<file path="config.mk">
export PLATFORM = sky130hd
export DESIGN_NAME = multi_stack_shared_store_core
export DESIGN_NICKNAME = d
export VERILOG_FILES = /design/src/rtl/core/mss_pkg.sv /design/src/rtl/core/multi_stack_shared_store_core.sv /design/src/rtl/core/mss_ram.sv /design/src/rtl/core/mss_ctrl.sv /design/src/rtl/core/mss_dp.sv
export SDC_FILE = /design/constraint.sdc
export NUM_CORES = 1
export LEC_CHECK = 0
export ABC_AREA = 1
export BUFFER_PORTS_ARGS = -buffer_cell sky130_fd_sc_hd__buf_2
export CAP_MARGIN = 20
export CORE_ASPECT_RATIO = 1.5
export CORE_MARGIN = 2
export CORE_UTILIZATION = 45
export DETAILED_ROUTE_END_ITERATION = 7
export PLACE_DENSITY_LB_ADDON = 0.2
export SLEW_MARGIN = 20
export SYNTH_ARGS = -nofsm -noshare
export SYNTH_HDL_FRONTEND = slang
export SYNTH_SLANG_ARGS = --single-unit
</file>
<file path="constraint.sdc">
create_clock -name clk -period 12.72 [get_ports clk]
set_input_delay 1.272 -clock clk [delete_from_list [all_inputs] [get_ports clk]]
set_output_delay 1.272 -clock clk [all_outputs]
set_load 0.005 [all_outputs]
</file>
<file path="src/rtl/core/mss_pkg.sv">
// ----------------------------------------------------------------------------
// mss_pkg
// Sizes, opcodes and beat types for the shared-store multi-stack core.
// ----------------------------------------------------------------------------
package mss_pkg;

	localparam int unsigned NUM_STACKS = 4;
	localparam int unsigned NUM_SLOTS  = 16;
	localparam int unsigned DATA_W     = 32;
	localparam int unsigned STACK_W    = 2;
	// slot address, and link/head width that also holds the null code
	localparam int unsigned SLOT_W     = $clog2(NUM_SLOTS);
	localparam int unsigned LINK_W     = $clog2(NUM_SLOTS + 1);
	localparam logic [LINK_W-1:0] NIL  = LINK_W'(NUM_SLOTS);

	localparam logic MODE_PUSH = 1'b0;
	localparam logic MODE_POP  = 1'b1;

	typedef struct packed {
		logic                     mode;
		logic [STACK_W-1:0]       stack_number;
		logic signed [DATA_W-1:0] push_value;
	} in_item_t;

	typedef struct packed {
		logic                     ok;
		logic signed [DATA_W-1:0] pop_value;
	} out_item_t;

	// controller -> datapath
	typedef struct packed {
		logic load;   // capture item, launch memory reads
		logic exec;   // commit update, fill result register
	} dp_cmd_t;

endpackage

</file>
<file path="src/rtl/core/multi_stack_shared_store_core.sv">
// ----------------------------------------------------------------------------
// multi_stack_shared_store_core
// Four LIFO stacks over one 16-slot store, linked per slot, with a free list.
// ----------------------------------------------------------------------------
// Usage:
//   Input channel (in_valid/in_ready/in_data): one beat is one operation.
//     mode 0 pushes push_value onto stack stack_number, mode 1 pops it.
//   Output channel (out_valid/out_ready/out_data): exactly one result beat
//     per input beat, in order. ok=0 means the store was full (push) or the
//     stack was empty (pop); pop_value is the popped value, else zero.
//   Timing: an accepted beat is captured and its memory reads launched; in
//     the next cycle the update is committed and the result register is
//     filled, set by the registered read of the link and data memories. No
//     new beat is taken while an operation is waiting for its commit.
//   Stall: the result sits in an output register. A new beat is taken only
//     when that register is empty or is drained in the same cycle, so a
//     stalled receiver holds off the sender after at most one result.
//   Reset (arst_n low): all stacks empty, free list runs slot 0..15 in order.
//     No clearing pass; link entries carry valid bits instead.
// ----------------------------------------------------------------------------
module multi_stack_shared_store_core (
	input  logic               clk,
	input  logic               arst_n,
	input  logic               in_valid,
	output logic               in_ready,
	input  mss_pkg::in_item_t  in_data,
	output logic               out_valid,
	input  logic               out_ready,
	output mss_pkg::out_item_t out_data
);

	// sequencing commands from the controller to the datapath
	mss_pkg::dp_cmd_t cmd;

	mss_ctrl u_ctrl (
		.clk       (clk),
		.arst_n    (arst_n),
		.in_valid  (in_valid),
		.in_ready  (in_ready),
		.out_valid (out_valid),
		.out_ready (out_ready),
		.cmd       (cmd)
	);

	// heads, free list, memories and result register
	mss_dp u_dp (
		.clk      (clk),
		.arst_n   (arst_n),
		.cmd      (cmd),
		.in_data  (in_data),
		.out_data (out_data)
	);

endmodule

</file>
<file path="src/rtl/core/mss_ram.sv">
// ----------------------------------------------------------------------------
// mss_ram
// Generic single-write, single-read RAM with registered read data.
// ----------------------------------------------------------------------------
module mss_ram #(
	parameter int unsigned WIDTH = 32,
	parameter int unsigned DEPTH = 16
) (
	input  logic                     clk,
	input  logic                     wr_en,
	input  logic [$clog2(DEPTH)-1:0] wr_addr,
	input  logic [WIDTH-1:0]         wr_data,
	input  logic                     rd_en,
	input  logic [$clog2(DEPTH)-1:0] rd_addr,
	output logic [WIDTH-1:0]         rd_data
);

	logic [WIDTH-1:0] mem_q [DEPTH];

	always_ff @(posedge clk) begin
		if (wr_en) begin
			mem_q[wr_addr] <= wr_data;
		end
		if (rd_en) begin
			rd_data <= mem_q[rd_addr];
		end
	end

endmodule

</file>
<file path="src/rtl/core/mss_ctrl.sv">
// ----------------------------------------------------------------------------
// mss_ctrl
// Two-state sequencer: capture/read, then commit/respond. Owns out_valid.
// ----------------------------------------------------------------------------
module mss_ctrl (
	input  logic             clk,
	input  logic             arst_n,
	input  logic             in_valid,
	output logic             in_ready,
	output logic             out_valid,
	input  logic             out_ready,
	output mss_pkg::dp_cmd_t cmd
);

	localparam logic ST_IDLE = 1'b0;
	localparam logic ST_EXEC = 1'b1;

	logic state_q;
	logic out_valid_q;

	// result register must be free (or draining) before a new beat enters
	assign in_ready  = (state_q == ST_IDLE) && (!out_valid_q || out_ready);
	assign cmd.load  = in_valid && in_ready;
	assign cmd.exec  = (state_q == ST_EXEC);
	assign out_valid = out_valid_q;

	always_ff @(posedge clk or negedge arst_n) begin
		if (!arst_n) begin
			state_q     <= ST_IDLE;
			out_valid_q <= 1'b0;
		end else begin
			unique case (state_q)
				ST_IDLE: begin
					if (cmd.load) begin
						state_q <= ST_EXEC;
					end
				end
				ST_EXEC: begin
					state_q <= ST_IDLE;
				end
				default: begin
					state_q <= ST_IDLE;
				end
			endcase
			if (cmd.exec) begin
				out_valid_q <= 1'b1;
			end else if (out_ready) begin
				out_valid_q <= 1'b0;
			end
		end
	end

endmodule

</file>
<file path="src/rtl/core/mss_dp.sv">
// ----------------------------------------------------------------------------
// mss_dp
// Stack heads, free-list head, slot data and link memories, result register.
// ----------------------------------------------------------------------------
module mss_dp (
	input  logic                clk,
	input  logic                arst_n,
	input  mss_pkg::dp_cmd_t    cmd,
	input  mss_pkg::in_item_t   in_data,
	output mss_pkg::out_item_t  out_data
);

	logic [mss_pkg::LINK_W-1:0]  stack_head_q [mss_pkg::NUM_STACKS];
	logic [mss_pkg::LINK_W-1:0]  free_head_q;
	logic [mss_pkg::NUM_SLOTS-1:0] link_vld_q;   // link entry written since reset

	logic                        mode_q;
	logic [mss_pkg::STACK_W-1:0] sn_q;
	logic [mss_pkg::DATA_W-1:0]  val_q;
	logic [mss_pkg::LINK_W-1:0]  slot_q;
	logic                        lnk_vld_s1;
	logic [mss_pkg::LINK_W-1:0]  lnk_def_s1;
	mss_pkg::out_item_t          out_q;

	logic [mss_pkg::LINK_W-1:0]  rd_slot;
	logic [mss_pkg::LINK_W-1:0]  link_rd;
	logic [mss_pkg::LINK_W-1:0]  link_cur;
	logic [mss_pkg::DATA_W-1:0]  data_rd;
	logic                        stack_ok;
	logic                        op_ok;
	logic                        data_we;
	logic                        link_we;
	logic [mss_pkg::LINK_W-1:0]  link_wdata;

	// slot touched by the op: free head on push, stack top on pop
	assign rd_slot = (in_data.mode == mss_pkg::MODE_POP) ?
		stack_head_q[in_data.stack_number] : free_head_q;

	// unwritten link entries read as their reset chain value (slot + 1)
	assign link_cur   = lnk_vld_s1 ? link_rd : lnk_def_s1;
	assign stack_ok   = (32'(sn_q) < mss_pkg::NUM_STACKS);
	assign op_ok      = stack_ok && (slot_q < mss_pkg::NIL);
	assign data_we    = cmd.exec && op_ok && (mode_q == mss_pkg::MODE_PUSH);
	assign link_we    = cmd.exec && op_ok;
	assign link_wdata = (mode_q == mss_pkg::MODE_PUSH) ? stack_head_q[sn_q] : free_head_q;

	mss_ram #(
		.WIDTH (mss_pkg::DATA_W),
		.DEPTH (mss_pkg::NUM_SLOTS)
	) u_data_ram (
		.clk     (clk),
		.wr_en   (data_we),
		.wr_addr (slot_q[mss_pkg::SLOT_W-1:0]),
		.wr_data (val_q),
		.rd_en   (cmd.load),
		.rd_addr (rd_slot[mss_pkg::SLOT_W-1:0]),
		.rd_data (data_rd)
	);

	mss_ram #(
		.WIDTH (mss_pkg::LINK_W),
		.DEPTH (mss_pkg::NUM_SLOTS)
	) u_link_ram (
		.clk     (clk),
		.wr_en   (link_we),
		.wr_addr (slot_q[mss_pkg::SLOT_W-1:0]),
		.wr_data (link_wdata),
		.rd_en   (cmd.load),
		.rd_addr (rd_slot[mss_pkg::SLOT_W-1:0]),
		.rd_data (link_rd)
	);

	// item capture and read-side bookkeeping
	always_ff @(posedge clk) begin
		if (cmd.load) begin
			mode_q     <= in_data.mode;
			sn_q       <= in_data.stack_number;
			val_q      <= in_data.push_value;
			slot_q     <= rd_slot;
			lnk_vld_s1 <= link_vld_q[rd_slot[mss_pkg::SLOT_W-1:0]];
			lnk_def_s1 <= rd_slot + mss_pkg::LINK_W'(1);
		end
		if (cmd.exec) begin
			out_q.ok <= op_ok;
			if (op_ok && (mode_q == mss_pkg::MODE_POP)) begin
				out_q.pop_value <= data_rd;
			end else begin
				out_q.pop_value <= '0;
			end
		end
	end

	// list heads and link valid bits
	always_ff @(posedge clk or negedge arst_n) begin
		if (!arst_n) begin
			for (int i = 0; i < mss_pkg::NUM_STACKS; i++) begin
				stack_head_q[i] <= mss_pkg::NIL;
			end
			free_head_q <= '0;
			link_vld_q  <= '0;
		end else if (link_we) begin
			link_vld_q[slot_q[mss_pkg::SLOT_W-1:0]] <= 1'b1;
			if (mode_q == mss_pkg::MODE_PUSH) begin
				free_head_q        <= link_cur;
				stack_head_q[sn_q] <= slot_q;
			end else begin
				stack_head_q[sn_q] <= link_cur;
				free_head_q        <= slot_q;
			end
		end
	end

	assign out_data = out_q;

endmodule

</file>
==> flow_metrics.env <==
export IMPL_status="complete, no violations"
export IMPL_fin_worst_skew_ns=0.02308
export IMPL_ys_seq_area_share_pct=71.10
export IMPL_row_count=118
export IMPL_p_leak_nw=13.89
export IMPL_finalCritPeriodShare_pct=34.00
export IMPL_cts_tree="built"
export IMPL_cp_arrival_ns=4.70
export IMPL_synth_area_leaders="edfxtp_1, nand2_1, nand3_1"
export IMPL_vias_per_cell=5.238
export IMPL_setup_viol=0
export IMPL_wl_met1_mm=31.83
export IMPL_yosys_area_top_type="edfxtp_1"
export IMPL_cts_max_level=3
export IMPL_route_met2_wl_mm=40.28
export IMPL_grt_first_pass_wirelength_mm=118.9
export IMPL_cts_setup_buffers=0
export IMPL_numCtsBuffers=72
export IMPL_grt_usage_pct=22.13
export IMPL_drt_iter0_markers=1849
export IMPL_fillers=6029
export IMPL_drive_above_1_share_pct=8.713
export IMPL_hold_viol_final=0
export IMPL_finalSetupTns_ns=0
export IMPL_drtPass1Iterations=5
export IMPL_hold_start="u_dp.link_vld_q[2]"
export IMPL_final_cells=3861
export IMPL_synth_async_reset_ratio_pct=5.726
export IMPL_avgSynthCellArea_um2=10.95
export IMPL_synth_common_cells="nand2_1, edfxtp_1, nand3_1, nor2_1, inv_1"
export IMPL_ff2ff_setup_slack_ns=8.89
export IMPL_die_area_um2=72000
export IMPL_routed_top_layer="met4"
export IMPL_critPathCaptureType="register"
export IMPL_ys_warnings_count=0
export IMPL_final_nets=2946
export IMPL_place_gp_congestion=0.8679
export IMPL_critPathLaunch="in_data[32]"
export IMPL_reg2reg_from="u_dp.stack_head_q[0]"
export IMPL_antenna_cells=0
export IMPL_path_max_fanout=109
export IMPL_die_h_um=327.6
export IMPL_core_um2=69100
export IMPL_post_route_drc_count=0
export IMPL_numPortBuffers=73
export IMPL_fmax_mhz=231.2
export IMPL_drv_slew=0
export IMPL_hpwl_mm=40.24
export IMPL_synth_most_common_cell="nand2_1"
export IMPL_vias=20220
export IMPL_wl_mm=78.40
export IMPL_synth_seq_cells=751
export IMPL_crit_path_start_kind="input port"
export IMPL_post_route_min_period_ns=4.325
export IMPL_timing_critical_path_to="u_dp.u_data_ram.rd_data[1]"
export IMPL_cp_required_ns=13.09
export IMPL_synth_flop_cell="edfxtp_1"
export IMPL_synth_edf_count=708
export IMPL_die_w_um=219.8
export IMPL_cts_path_max_buffers=3
export IMPL_timing_rr_end="u_dp.u_data_ram.rd_data[1]"
export IMPL_wl_per_cell_um=20.31
export IMPL_area_delta_synth_final_pct=10.94
export IMPL_synth_top_area_share_pct=67.66
export IMPL_synthCells=2870
export IMPL_syn_cell_area_um2=31420
export IMPL_drv_cap=0
export IMPL_grt_max_degree=134
export IMPL_start_util_pct=45.48
export IMPL_crit_type="in -> reg"
export IMPL_wl_met3_mm=3.719
export IMPL_ios=74
export IMPL_clk_latency_ns=0.63
export IMPL_rsz0062_at_grt="no"
export IMPL_clk_pin_slew_ns=0.07
export IMPL_postCtsHoldBufs=0
export IMPL_p_per_area_nw_per_um2=177.2
export IMPL_worst_slew_pin_slew_ns=1.123
export IMPL_synth_fp_nets=2910
export IMPL_synth_cell_types=35
export IMPL_antenna_found_initial=2
export IMPL_placed_cells=3732
export IMPL_grt_pass1_vias=19910
export IMPL_reg2regPathDepth=13
export IMPL_cts_sinks=751
export IMPL_root_buffer="clkbuf_16"
export IMPL_grt_overflow_total=0
export IMPL_cts_resized=0
export IMPL_final_antenna_net_count=0
export IMPL_ir_drop_uv=114.2
export IMPL_relSlewSlack_pct=24.90
export IMPL_hold_class="reg -> reg"
state kept, by name, summed over array words and instances, names as in the netlist:
| signal | flops |
|---|---|
| u_ctrl.state_q | 1 |
| u_dp.slot_q | 5 |
| u_dp.val_q | 32 |
| u_dp.link_vld_q | 16 |
| u_dp.free_head_q | 5 |
| u_dp.u_data_ram.rd_data | 32 |
| u_dp.u_data_ram.mem_q | 512 |
| u_dp.u_link_ram.mem_q | 80 |
| u_dp.stack_head_q | 20 |
| u_dp.u_link_ram.rd_data | 5 |
| u_dp.out_data | 33 |
| u_ctrl.out_valid | 1 |
| u_dp.lnk_vld_s1 | 1 |
| u_dp.sn_q | 2 |
| u_dp.lnk_def_s1 | 5 |
| u_dp.mode_q | 1 |
how the worst min path moves through the flow:
stage	end	cells after the start
3_5_place_dp	u_dp.link_vld_q[2]	2
5_1_grt	u_dp.link_vld_q[3]	2
4_1_cts	u_dp.link_vld_q[2]	2
3_3_place_gp	u_dp.link_vld_q[10]	2
2_1_floorplan	u_dp.link_vld_q[10]	2
6_report	u_dp.link_vld_q[2]	2
logic make-up after synthesis:
group           synth area share, %
simple gates                  20.94
flops                         71.10
buf+inv                       6.434
compound gates                1.083
mux                          0.3185
xor+xnor                    0.08363
fa+ha+maj                   0.03981
final cells by class:
type | count | area [um2] | area share (%)
clock inverters | 41 | 401.6 | 1.152
flip-flops and latches | 751 | 22340 | 64.09
multi-input cells | 1662 | 7283 | 20.89
repair buffers | 107 | 630.6 | 1.809
clock buffers | 88 | 1904 | 5.462
well taps | 900 | 1126 | 3.230
inverters | 312 | 1174 | 3.366
metrics by stage:
step,power [W],instance area [um2],util (%),hold slack [ns],setup WS [ns]
finish,0.006178,34860,50.45,0.4671,8.395
detailed placement,0.004121,32550,47.10,0.4465,7.675
global placement,0.004102,32540,47.10,0.4397,7.757
global route,0.006458,34860,50.45,0.4923,8.038
floorplan,0.003771,31420,-,0.4226,7.152
CTS,0.006233,34850,50.44,0.4654,8.310
placed cells by master, fill, tap and decap left out, types with 3 or more instances in the layout:
| master | Yosys | layout |
|---|---|---|
| a41oi_2 | 0 | 4 |
| inv_1 | 306 | 306 |
| bufinv_16 | 0 | 6 |
| clkinvlp_4 | 0 | 3 |
| a21oi_1 | 9 | 9 |
| o21ai_0 | 32 | 32 |
| nand3_1 | 429 | 429 |
| buf_4 | 43 | 33 |
| or2_2 | 6 | 6 |
| nor2_1 | 309 | 295 |
| nand2_8 | 0 | 3 |
| nor3_2 | 0 | 3 |
| clkinv_2 | 0 | 11 |
| mux2i_1 | 10 | 10 |
| dfstp_2 | 4 | 4 |
| nand2_1 | 831 | 829 |
| edfxtp_1 | 708 | 708 |
| dfrtp_1 | 39 | 38 |
| a22oi_1 | 6 | 6 |
| nor2_4 | 1 | 15 |
| inv_2 | 4 | 3 |
| clkinv_1 | 2 | 16 |
| buf_2 | 56 | 72 |
| clkinv_8 | 0 | 4 |
| clkbuf_1 | 32 | 14 |
| clkbuf_16 | 0 | 74 |
layer usage:
metal	vias to the layer above	global-route usage, %
li1	9557	-
met1	9916	27.29
met2	604	39.23
met3	146	2.546
met4	0	9.294
met5	-	0
critical path, stage by stage:
cell and delay, ns:
buf_2 0.18, inv_2 0.12, nand2_1 0.09, nand3_2 0.09
nand2_1 0.09, nand2_2 0.10, nand2_8 0.50, buf_4 0.78
buf_4 0.88, nand2_1 0.15, nand3_1 0.12, nand3_1 0.09
nand2_1 0.10, nand2_1 0.05
power breakdown:
group          switching, W  leakage, nW  internal [W]
Clock              0.000922         1.12       0.00120
Combinational      0.000802         5.82      0.000293
Sequential        0.0000864         6.96       0.00288
(Power assumes the default switching activity.)
